--- config.mk ---
export PLATFORM = sky130hd
export DESIGN_NAME = i2c_multi_client_transaction_sequencer_unit
export DESIGN_NICKNAME = d
export VERILOG_FILES = /design/src/design/i2cmc_pkg.sv /design/src/design/i2c_multi_client_transaction_sequencer_unit.sv /design/src/design/i2cmc_ctrl.sv /design/src/design/i2cmc_dpath.sv
export SDC_FILE = /design/constraint.sdc
export NUM_CORES = 1
export LEC_CHECK = 0
export BUFFER_PORTS_ARGS = -buffer_cell sky130_fd_sc_hd__buf_2
export CORE_ASPECT_RATIO = 0.75
export CORE_MARGIN = 1
export CORE_UTILIZATION = 50
export DETAILED_ROUTE_END_ITERATION = 10
export PLACE_DENSITY = 0.76
export SETUP_SLACK_MARGIN = 0.15
export SYNTH_ARGS = -nofsm -noshare
export SYNTH_HDL_FRONTEND = slang
export SYNTH_HIERARCHICAL = 1
export SYNTH_SLANG_ARGS = --single-unit
--- constraint.sdc ---
create_clock -name aclk -period 2.4 [get_ports aclk]
set_input_delay 0.24 -clock aclk [delete_from_list [all_inputs] [get_ports aclk]]
set_output_delay 0.24 -clock aclk [all_outputs]
set_load 0.005 [all_outputs]
--- src/design/i2cmc_pkg.sv ---
//------------------------------------------------------------------------------
// i2cmc_pkg
// shared types and codes for the multi-client i2c transaction sequencer
//------------------------------------------------------------------------------
`default_nettype none

package i2cmc_pkg;

    localparam int NUM_CLIENTS_DEF = 8;

    localparam int OP_W    = 3;
    localparam int KIND_W  = 3;
    localparam int PHASE_W = 2;
    localparam int MASK_W  = 8;
    localparam int BYTE_W  = 8;
    localparam int CNT_W   = 8;
    localparam int ABORT_W = 32;
    localparam int OUT_CLIENT_W = 3;

    // opcodes
    localparam logic [OP_W-1:0] OP_ARBITRATE  = 3'd0;
    localparam logic [OP_W-1:0] OP_WRITE_BYTE = 3'd1;
    localparam logic [OP_W-1:0] OP_READ_LEN   = 3'd2;
    localparam logic [OP_W-1:0] OP_ISSUE_READ = 3'd3;
    localparam logic [OP_W-1:0] OP_RX_BYTE    = 3'd4;
    localparam logic [OP_W-1:0] OP_ABORT      = 3'd5;
    localparam logic [OP_W-1:0] OP_FLUSHED    = 3'd6;

    // result kinds
    localparam logic [KIND_W-1:0] KIND_NONE    = 3'd0;
    localparam logic [KIND_W-1:0] KIND_GRANT   = 3'd1;
    localparam logic [KIND_W-1:0] KIND_CMD     = 3'd2;
    localparam logic [KIND_W-1:0] KIND_BYTE    = 3'd3;
    localparam logic [KIND_W-1:0] KIND_WFAIL   = 3'd4;
    localparam logic [KIND_W-1:0] KIND_RFAIL   = 3'd5;
    localparam logic [KIND_W-1:0] KIND_IGNORED = 3'd6;

    // transaction phases
    localparam logic [PHASE_W-1:0] PH_IDLE  = 2'd0;
    localparam logic [PHASE_W-1:0] PH_WRITE = 2'd1;
    localparam logic [PHASE_W-1:0] PH_READ  = 2'd2;

    // controller to datapath commands
    typedef struct packed {
        logic capture;
        logic execute;
    } cmd_t;

endpackage

`default_nettype wire

--- src/design/i2c_multi_client_transaction_sequencer_unit.sv ---
//------------------------------------------------------------------------------
// i2c_multi_client_transaction_sequencer_unit
// multi-client i2c master front end: arbitration, command words, rx and aborts
//------------------------------------------------------------------------------
// Each transaction has a capture step and an execute step: on capture the
// item is registered together with one want flag per position of the
// least-recently-served order, on execute the priority pick, the command word,
// the state update and the load of the result into the output register are
// done. The input side is ready again in the cycle after that, while the
// result still waits in the output register; a new result is only loaded once
// the old one has been taken, so an untaken result holds the execute step back.
// The client order lives in flip-flops, so there is no clearing pass after reset.
`default_nettype none

module i2c_multi_client_transaction_sequencer_unit #(
    parameter int NUM_CLIENTS = i2cmc_pkg::NUM_CLIENTS_DEF
) (
    input  wire logic                                 aclk,
    input  wire logic                                 aresetn,
    // input transactions
    input  wire logic                                 s_valid,
    output logic                                      s_ready,
    input  wire logic [i2cmc_pkg::OP_W-1:0]           s_op,
    input  wire logic [i2cmc_pkg::MASK_W-1:0]         s_write_want_mask,
    input  wire logic [i2cmc_pkg::MASK_W-1:0]         s_read_want_mask,
    input  wire logic                                 s_bus_active,
    input  wire logic [i2cmc_pkg::BYTE_W-1:0]         s_data_byte,
    input  wire logic                                 s_more_bytes,
    input  wire logic                                 s_stop_after,
    input  wire logic [i2cmc_pkg::CNT_W-1:0]          s_read_length,
    input  wire logic [i2cmc_pkg::ABORT_W-1:0]        s_abort_source,
    // result transactions
    output logic                                      m_valid,
    input  wire logic                                 m_ready,
    output logic [i2cmc_pkg::KIND_W-1:0]              m_result_kind,
    output logic [i2cmc_pkg::OUT_CLIENT_W-1:0]        m_client,
    output logic                                      m_grant_is_read,
    output logic                                      m_cmd_restart,
    output logic                                      m_cmd_stop,
    output logic                                      m_cmd_read,
    output logic [i2cmc_pkg::BYTE_W-1:0]              m_out_byte,
    output logic [i2cmc_pkg::ABORT_W-1:0]             m_abort_code,
    output logic                                      m_transaction_done
);

    // capture and execute strobes from the controller
    i2cmc_pkg::cmd_t cmd;

    // controller: input handshake, two-step sequencing, output valid
    i2cmc_ctrl u_ctrl (
        .aclk    (aclk),
        .aresetn (aresetn),
        .s_valid (s_valid),
        .s_ready (s_ready),
        .m_valid (m_valid),
        .m_ready (m_ready),
        .cmd     (cmd)
    );

    // datapath: client order, phase and counters, result register
    i2cmc_dpath #(
        .NUM_CLIENTS (NUM_CLIENTS)
    ) u_dpath (
        .aclk               (aclk),
        .aresetn            (aresetn),
        .cmd                (cmd),
        .s_op               (s_op),
        .s_write_want_mask  (s_write_want_mask),
        .s_read_want_mask   (s_read_want_mask),
        .s_bus_active       (s_bus_active),
        .s_data_byte        (s_data_byte),
        .s_more_bytes       (s_more_bytes),
        .s_stop_after       (s_stop_after),
        .s_read_length      (s_read_length),
        .s_abort_source     (s_abort_source),
        .m_result_kind      (m_result_kind),
        .m_client           (m_client),
        .m_grant_is_read    (m_grant_is_read),
        .m_cmd_restart      (m_cmd_restart),
        .m_cmd_stop         (m_cmd_stop),
        .m_cmd_read         (m_cmd_read),
        .m_out_byte         (m_out_byte),
        .m_abort_code       (m_abort_code),
        .m_transaction_done (m_transaction_done)
    );

endmodule

`default_nettype wire

--- src/design/i2cmc_ctrl.sv ---
//------------------------------------------------------------------------------
// i2cmc_ctrl
// sequencing state machine: capture, execute and output register handshake
//------------------------------------------------------------------------------
`default_nettype none

module i2cmc_ctrl (
    input  wire logic           aclk,
    input  wire logic           aresetn,
    input  wire logic           s_valid,
    output logic                s_ready,
    output logic                m_valid,
    input  wire logic           m_ready,
    output i2cmc_pkg::cmd_t     cmd
);

    localparam logic ST_IDLE = 1'b0;
    localparam logic ST_EXEC = 1'b1;

    logic state_reg, state_next;
    logic m_valid_reg, m_valid_next;
    logic out_free;

    assign s_ready  = (state_reg == ST_IDLE);
    assign out_free = !m_valid_reg || m_ready;

    always_comb begin
        cmd.capture = 1'b0;
        cmd.execute = 1'b0;
        state_next  = state_reg;
        unique case (state_reg)
            ST_IDLE: begin
                if (s_valid) begin
                    cmd.capture = 1'b1;
                    state_next  = ST_EXEC;
                end
            end
            ST_EXEC: begin
                if (out_free) begin
                    cmd.execute = 1'b1;
                    state_next  = ST_IDLE;
                end
            end
            default: state_next = ST_IDLE;
        endcase
    end

    always_comb begin
        m_valid_next = m_valid_reg;
        priority if (cmd.execute) begin
            m_valid_next = 1'b1;
        end else if (m_ready) begin
            m_valid_next = 1'b0;
        end
    end

    always_ff @(posedge aclk) begin
        if (!aresetn) begin
            state_reg   <= ST_IDLE;
            m_valid_reg <= 1'b0;
        end else begin
            state_reg   <= state_next;
            m_valid_reg <= m_valid_next;
        end
    end

    assign m_valid = m_valid_reg;

endmodule

`default_nettype wire

--- src/design/i2cmc_dpath.sv ---
//------------------------------------------------------------------------------
// i2cmc_dpath
// client order, transaction state, arbitration pick and result register
//------------------------------------------------------------------------------
`default_nettype none

module i2cmc_dpath #(
    parameter int NUM_CLIENTS = i2cmc_pkg::NUM_CLIENTS_DEF
) (
    input  wire logic                                 aclk,
    input  wire logic                                 aresetn,
    input  wire i2cmc_pkg::cmd_t                      cmd,
    input  wire logic [i2cmc_pkg::OP_W-1:0]           s_op,
    input  wire logic [i2cmc_pkg::MASK_W-1:0]         s_write_want_mask,
    input  wire logic [i2cmc_pkg::MASK_W-1:0]         s_read_want_mask,
    input  wire logic                                 s_bus_active,
    input  wire logic [i2cmc_pkg::BYTE_W-1:0]         s_data_byte,
    input  wire logic                                 s_more_bytes,
    input  wire logic                                 s_stop_after,
    input  wire logic [i2cmc_pkg::CNT_W-1:0]          s_read_length,
    input  wire logic [i2cmc_pkg::ABORT_W-1:0]        s_abort_source,
    output logic [i2cmc_pkg::KIND_W-1:0]              m_result_kind,
    output logic [i2cmc_pkg::OUT_CLIENT_W-1:0]        m_client,
    output logic                                      m_grant_is_read,
    output logic                                      m_cmd_restart,
    output logic                                      m_cmd_stop,
    output logic                                      m_cmd_read,
    output logic [i2cmc_pkg::BYTE_W-1:0]              m_out_byte,
    output logic [i2cmc_pkg::ABORT_W-1:0]             m_abort_code,
    output logic                                      m_transaction_done
);

    localparam int CLIENT_W = (NUM_CLIENTS > 1) ? $clog2(NUM_CLIENTS) : 1;

    // client order and transaction state
    logic [CLIENT_W-1:0]                 order_reg [NUM_CLIENTS];
    logic [CLIENT_W-1:0]                 order_next [NUM_CLIENTS];
    logic [i2cmc_pkg::PHASE_W-1:0]       phase_reg, phase_next;
    logic [CLIENT_W-1:0]                 cur_reg, cur_next;
    logic                                first_reg, first_next;
    logic                                rp_reg, rp_next;
    logic                                wfin_reg, wfin_next;
    logic [i2cmc_pkg::CNT_W-1:0]         to_issue_reg, to_issue_next;
    logic [i2cmc_pkg::CNT_W-1:0]         outst_reg, outst_next;

    // captured transaction
    logic [i2cmc_pkg::OP_W-1:0]          op_reg;
    logic                                busy_reg;
    logic [i2cmc_pkg::BYTE_W-1:0]        data_reg;
    logic                                more_reg;
    logic                                stop_reg;
    logic [i2cmc_pkg::CNT_W-1:0]         rlen_reg;
    logic [i2cmc_pkg::ABORT_W-1:0]       abort_reg;
    logic [NUM_CLIENTS-1:0]              want_any_reg, want_any_next;
    logic [NUM_CLIENTS-1:0]              want_wr_reg, want_wr_next;

    // result fields
    logic [i2cmc_pkg::KIND_W-1:0]        kind;
    logic [CLIENT_W-1:0]                 cl;
    logic                                gread, crs, cst, crd, done, fin;
    logic [i2cmc_pkg::BYTE_W-1:0]        ob;
    logic [i2cmc_pkg::ABORT_W-1:0]       ac;
    logic [CLIENT_W+2:0]                 cl_ext;

    // arbitration pick
    logic                                found;
    logic [CLIENT_W-1:0]                 pick_client;
    logic                                pick_wr;

    // move-to-back
    logic [NUM_CLIENTS-1:0]              after_pos;
    logic                                seen;

    logic [i2cmc_pkg::KIND_W-1:0]        kind_reg;
    logic [i2cmc_pkg::OUT_CLIENT_W-1:0]  client_reg;
    logic                                gread_reg, crs_reg, cst_reg, crd_reg, done_reg;
    logic [i2cmc_pkg::BYTE_W-1:0]        ob_reg;
    logic [i2cmc_pkg::ABORT_W-1:0]       ac_reg;

    // per-position want flags from the masks, looked up through the order
    always_comb begin
        logic [CLIENT_W+3:0] cx;
        for (int i = 0; i < NUM_CLIENTS; i++) begin
            cx = {4'b0, order_reg[i]};
            want_wr_next[i]  = (cx < 8) && s_write_want_mask[cx[2:0]];
            want_any_next[i] = (cx < 8) &&
                (s_write_want_mask[cx[2:0]] || s_read_want_mask[cx[2:0]]);
        end
    end

    // first wanting position in least-recently-served order
    always_comb begin
        found       = 1'b0;
        pick_client = '0;
        pick_wr     = 1'b0;
        for (int i = 0; i < NUM_CLIENTS; i++) begin
            if (!found && want_any_reg[i]) begin
                found       = 1'b1;
                pick_client = order_reg[i];
                pick_wr     = want_wr_reg[i];
            end
        end
    end

    // served client moves to the back, later entries shift forward
    always_comb begin
        seen = 1'b0;
        for (int i = 0; i < NUM_CLIENTS; i++) begin
            seen         = seen || (order_reg[i] == cur_reg);
            after_pos[i] = seen;
        end
        for (int i = 0; i < NUM_CLIENTS - 1; i++) begin
            order_next[i] = after_pos[i] ? order_reg[i+1] : order_reg[i];
        end
        order_next[NUM_CLIENTS-1] = cur_reg;
    end

    always_comb begin
        kind          = i2cmc_pkg::KIND_IGNORED;
        cl            = '0;
        gread         = 1'b0;
        crs           = 1'b0;
        cst           = 1'b0;
        crd           = 1'b0;
        ob            = '0;
        ac            = '0;
        done          = 1'b0;
        fin           = 1'b0;
        phase_next    = phase_reg;
        cur_next      = cur_reg;
        first_next    = first_reg;
        rp_next       = rp_reg;
        wfin_next     = wfin_reg;
        to_issue_next = to_issue_reg;
        outst_next    = outst_reg;

        unique case (op_reg)
            i2cmc_pkg::OP_ARBITRATE: begin
                if (phase_reg == i2cmc_pkg::PH_IDLE) begin
                    kind = i2cmc_pkg::KIND_NONE;
                    if (!busy_reg && found) begin
                        kind          = i2cmc_pkg::KIND_GRANT;
                        cl            = pick_client;
                        gread         = !pick_wr;
                        cur_next      = pick_client;
                        phase_next    = pick_wr ? i2cmc_pkg::PH_WRITE : i2cmc_pkg::PH_READ;
                        first_next    = 1'b1;
                        rp_next       = 1'b0;
                        wfin_next     = 1'b0;
                        to_issue_next = '0;
                        outst_next    = '0;
                    end
                end
            end
            i2cmc_pkg::OP_WRITE_BYTE: begin
                if (phase_reg == i2cmc_pkg::PH_WRITE && !wfin_reg) begin
                    kind       = i2cmc_pkg::KIND_CMD;
                    cl         = cur_reg;
                    crs        = first_reg || rp_reg;
                    cst        = !more_reg || stop_reg;
                    ob         = data_reg;
                    first_next = 1'b0;
                    rp_next    = more_reg && stop_reg;
                    wfin_next  = !more_reg;
                end
            end
            i2cmc_pkg::OP_READ_LEN: begin
                if (phase_reg == i2cmc_pkg::PH_READ && outst_reg == '0) begin
                    kind = i2cmc_pkg::KIND_NONE;
                    cl   = cur_reg;
                    if (rlen_reg == '0) begin
                        fin  = 1'b1;
                        done = 1'b1;
                    end else begin
                        to_issue_next = rlen_reg;
                        outst_next    = rlen_reg;
                    end
                end
            end
            i2cmc_pkg::OP_ISSUE_READ: begin
                if (phase_reg == i2cmc_pkg::PH_READ && to_issue_reg != '0) begin
                    to_issue_next = to_issue_reg - 1'b1;
                    kind          = i2cmc_pkg::KIND_CMD;
                    cl            = cur_reg;
                    crs           = first_reg;
                    cst           = (to_issue_reg == 8'd1);
                    crd           = 1'b1;
                    first_next    = 1'b0;
                end
            end
            i2cmc_pkg::OP_RX_BYTE: begin
                if (phase_reg == i2cmc_pkg::PH_READ && outst_reg > to_issue_reg) begin
                    kind       = i2cmc_pkg::KIND_BYTE;
                    cl         = cur_reg;
                    ob         = data_reg;
                    outst_next = outst_reg - 1'b1;
                    if (outst_reg == 8'd1) begin
                        fin  = 1'b1;
                        done = 1'b1;
                    end
                end
            end
            i2cmc_pkg::OP_ABORT: begin
                if (abort_reg == '0) begin
                    kind = i2cmc_pkg::KIND_NONE;
                end else if (phase_reg != i2cmc_pkg::PH_IDLE) begin
                    kind = (phase_reg == i2cmc_pkg::PH_WRITE) ? i2cmc_pkg::KIND_WFAIL
                                                              : i2cmc_pkg::KIND_RFAIL;
                    cl   = cur_reg;
                    ac   = abort_reg;
                    fin  = 1'b1;
                    done = 1'b1;
                end
            end
            i2cmc_pkg::OP_FLUSHED: begin
                if (phase_reg == i2cmc_pkg::PH_WRITE && wfin_reg) begin
                    kind = i2cmc_pkg::KIND_NONE;
                    cl   = cur_reg;
                    fin  = 1'b1;
                    done = 1'b1;
                end
            end
            default: begin
                kind = i2cmc_pkg::KIND_IGNORED;
            end
        endcase

        if (fin) begin
            phase_next    = i2cmc_pkg::PH_IDLE;
            wfin_next     = 1'b0;
            to_issue_next = '0;
            outst_next    = '0;
        end
    end

    assign cl_ext = {3'b0, cl};

    always_ff @(posedge aclk) begin
        if (!aresetn) begin
            for (int i = 0; i < NUM_CLIENTS; i++) begin
                order_reg[i] <= CLIENT_W'(i);
            end
            phase_reg    <= i2cmc_pkg::PH_IDLE;
            cur_reg      <= '0;
            first_reg    <= 1'b0;
            rp_reg       <= 1'b0;
            wfin_reg     <= 1'b0;
            to_issue_reg <= '0;
            outst_reg    <= '0;
        end else if (cmd.execute) begin
            if (fin) begin
                order_reg <= order_next;
            end
            phase_reg    <= phase_next;
            cur_reg      <= cur_next;
            first_reg    <= first_next;
            rp_reg       <= rp_next;
            wfin_reg     <= wfin_next;
            to_issue_reg <= to_issue_next;
            outst_reg    <= outst_next;
        end
    end

    always_ff @(posedge aclk) begin
        if (cmd.capture) begin
            op_reg       <= s_op;
            busy_reg     <= s_bus_active;
            data_reg     <= s_data_byte;
            more_reg     <= s_more_bytes;
            stop_reg     <= s_stop_after;
            rlen_reg     <= s_read_length;
            abort_reg    <= s_abort_source;
            want_any_reg <= want_any_next;
            want_wr_reg  <= want_wr_next;
        end
        if (cmd.execute) begin
            kind_reg   <= kind;
            client_reg <= cl_ext[2:0];
            gread_reg  <= gread;
            crs_reg    <= crs;
            cst_reg    <= cst;
            crd_reg    <= crd;
            ob_reg     <= ob;
            ac_reg     <= ac;
            done_reg   <= done;
        end
    end

    assign m_result_kind      = kind_reg;
    assign m_client           = client_reg;
    assign m_grant_is_read    = gread_reg;
    assign m_cmd_restart      = crs_reg;
    assign m_cmd_stop         = cst_reg;
    assign m_cmd_read         = crd_reg;
    assign m_out_byte         = ob_reg;
    assign m_abort_code       = ac_reg;
    assign m_transaction_done = done_reg;

endmodule

`default_nettype wire

==> impl.org <==
** Worst hold path
- Hold WC Path Type :: input pin to flop
- The worst hold path begins at m_ready.
- Number of cells on the worst hold path :: 3
- The path with the worst hold slack has its endpoint at u_ctrl/state_reg.

** Logic synthesis
- Number of flops mapped to enable cells by yosys :: 121
- Syn avg cell area :: 12.45 um2
- The share of the Yosys chip area taken by registers is 0.5425.
- edfxtp_1 takes more of the synthesized area than any other cell.
- For this run, the leading register cell type out of synthesis is edfxtp_1.
- Instance count of the mapped netlist :: 686
- For this run, asynchronously set or reset flops after synthesis account for 0.
- The Yosys step of the flow raised 6 warnings.
- Register bit count reported by yosys :: 171
- Number of distinct library cells after synthesis :: 79
- Sorting the synthesized cells by area gives the leading types as edfxtp_1 (43%), dfxtp_1 (12%), mux4_2 (8.4%), and2_1 (3.4%), nand2_1 (2.5%).
- Synthesized net count :: 773
- Summed instance area of the synthesized netlist :: 8543 um2
- Area share of the leading cell type in the synthesized netlist :: 0.4253

** Pwr
- The share of total power dissipated in combinational logic is 0.087.
- The internal power of the cells totals 4986 uW.
- Overall Power :: 6705 uW
- Total power divided by cell area :: 594.0 nW/um2
- In this run the power spent charging and discharging nets is 1719 uW.
- Maximum vdd drop :: 0.5117 mV
- Of the total power, the share spent switching nets is 0.2564.
- Leakage power :: 0.004306 uW
- Of the total power, registers draw 0.498.
- Share of power burned in the clock network :: 0.415

** Global route
- Vias in the first global route :: 6733
- Number of antenna violations at the first check in global routing :: 1
- In the global route stage, overall resource usage came out at 0.2712.
- After global routing the overflow that remains totals 0.
- The first global-routing pass estimated 36070 um of wire.
- Entering global routing, the biggest net connects 51 pins.

** Run
- The tool flagged a number of max-cap violations equal to 0.

** Finish
- Compared with the post-synthesis result, the final layout area differs by 32.12%.
- Counting the fill cells in the layout gives 1060.
- Non-Filler Cell Area, Final :: 11290 um2
- Non-filler cells, final :: 1137
- Leading cell types in the layout, fill and taps excluded :: buf_2 (126), edfxtp_1 (121), buf_4 (59)
- Proportion of layout cells with a drive suffix above 1 :: 0.3661
- Leaving out fill and tap cells, the most frequent cell in the layout is buf_2.
- The final layout contains 1000 nets.

** Outcome
- Violations in the final reports :: DRC, setup timing
- The run finished, with violations left.

** Timing
- For the pin with the worst max-slew slack, the measured transition is 0.6901 ns.
- Final setup skew :: 0.01711 ns
- Number of hold violations in the final report :: 0
- Final period utilization :: 1.031
- Final hold analysis gives a worst-case slack of 0.09076 ns.
- Worst slew margin relative to its limit :: 0.5390
- Crit path time final :: 2.474 ns
- Setup TNS :: -0.1575 ns
- Static timing analysis puts the maximum clock frequency at 404.3 MHz.
- Worst Slack Setup Final :: -0.07372 ns
- Setup repair after global routing missed its margin :: yes
- The max-slew violation count is 0.
- Setup violations remaining at the end of the flow were counted as 7.

** Worst setup path
- Critical-path maximum fanout :: 5
- STA classifies the critical path endpoint as a flop.
- STA classifies the critical path startpoint as a flop.
- Data on the critical path is required at its endpoint by 2.70 ns.
- The worst register-to-register path has a setup slack of -0.07 ns.
- Terminus of the critical flop-to-flop path :: u_dpath/order_reg[5]
- Data arrives at the worst endpoint at 2.78 ns.
- Crit Path Category :: flop to flop
- R2R Path Start :: u_dpath/outst_reg[7]
- Reg2Reg Depth :: 9

** Floorplan
- For this configuration, the core starts out at a cell density of 0.5220.
- In this run the count of I/O pins placed on the die edge is 127.
- Core Footprint :: 16370 um2
- The floorplan has 40 rows.
- Die W :: 152.9 um
- The floorplan step set the die height to 115.2 um.
- The die covers 17620 um2.

** Clocking
- In this run, CTS created clock tree buffers numbering 17.
- Worst-Skew Late Latency :: 0.45 ns
- Counting every sink on the clock net gives 171.
- In this run the deepest clock path goes through 2 buffers.
- H-tree depth :: 4
- In this run the clock root is driven by a clkbuf_16.
- CTS clk-pin slew, worst paths :: 0.08 ns
- TritonCTS built the clock tree.

** Route
- Dividing the detail-routed wire length by the instance count gives 20.72 um.
- In the routed design, unresolved DRC markers number 1.
- The first routing iteration left 947 violations.
- The routed layout has 6909 vias.
- Vias per std cell :: 6.077
- 1st-pass router iterations :: 10
- In this run the remaining antenna-violating nets after routing total 0.
- The final layout contains routed wiring with a total length of 23560 um.

** Placement
- Total half-perimeter wirelength after legalization and detailed placement :: 15380 um
- Post-Place Cell Area :: 9724 um2
- DP Cell Count :: 1034
- Routability congestion estimate :: 0.9281
- Buffers on Ports :: 126
routing by layer:
metal / track usage / routed length [um] / up-vias
li1: - / - / 3062
met1: 0.3537 / 9547 / 3342
met2: 0.4401 / 11240 / 446
met3: 0.06219 / 2159 / 59
met4: 0.1185 / 606 / 0
met5: 0 / 0 / -
metrics by stage:
stage / util / setup WS, ns
3_3_place_gp: 0.5942 / 0.08848
2_1_floorplan: - / 0.1547
4_1_cts: 0.6784 / 0.06104
3_5_place_dp: 0.5942 / -0.05979
5_1_grt: 0.6897 / -0.1380
6_report: 0.6897 / -0.07372
synthesized netlist by cell type (all sizes together), types with 13 or more instances:
library cell	n
and2	46
dfxtp	50
nor2b	18
nor4	13
clkbuf	29
o21ai	24
nand2	58
nand3	18
mux2i	20
a21oi	22
mux4	32
a211oi	14
xnor2	18
nor2	31
edfxtp	121
ha	13
inv	17
timing repair:
item / in CTS / in global routing
setup buffers: 8 / 8
setup endpoints to repair: 38 / 50
pin swaps: 14 / 15
resized for setup: 33 / 32
hold buffers: 54 / 0
endpoints found under the hold margin: 54 / 0
power by group through the flow:
stage / sequential (uW) / combinational (uW) / clock (uW)
finish: 3340 / 584 / 2780
global route: 3350 / 621 / 2930
CTS: 3340 / 561 / 2790
detailed placement: 3400 / 468 / 0
global placement: 3390 / 450 / 0
floorplan: 3380 / 245 / 0
layout make-up:
class	count	area (um2)	area share
Clock inverter	15	183.9	0.01630
Inverter	18	67.56	0.005986
Sequential cell	171	4647	0.4117
Timing Repair Buffer	249	1762	0.1561
Antenna cell	1	2.502	0.0002217
Multi-Input combinational cell	456	3936	0.3487
Clock buffer	17	425.4	0.03769
Tap cell	210	262.8	0.02328
cells by family after synthesis:
family,share of synthesized area
xor+xnor,0.02563
buf+inv,0.02914
flops,0.5425
simple gates,0.1516
mux,0.1183
fa+ha+maj,0.01904
compound gates,0.1138
how the worst max path moves through the flow:
stage	startpoint	end	slack, ns	depth (start not counted)
after detailed placement	u_dpath/to_issue_reg[3]	u_dpath/order_reg[5]	-0.06	10
after global placement	u_dpath/to_issue_reg[3]	u_dpath/order_reg[4]	0.09	10
after floorplan	u_dpath/to_issue_reg[4]	u_dpath/m_client[1]	0.15	9
final	u_dpath/outst_reg[7]	u_dpath/order_reg[5]	-0.07	9
after global routing	u_dpath/to_issue_reg[1]	u_dpath/order_reg[5]	-0.14	10
after CTS	u_dpath/to_issue_reg[4]	u_dpath/order_reg[5]	0.06	9
worst max-delay path: stages (launching register included):
cell and delay (ns):
dfxtp_2 0.36, ha_1 0.31, o21ai_1 0.08, nor2_1 0.18, o221a_1 0.35, o21ai_2 0.15
buf_6 0.17, a221oi_4 0.38, mux2i_1 0.27, nand2_1 0.09
Note: power is estimated with default switching activity, not from simulation.
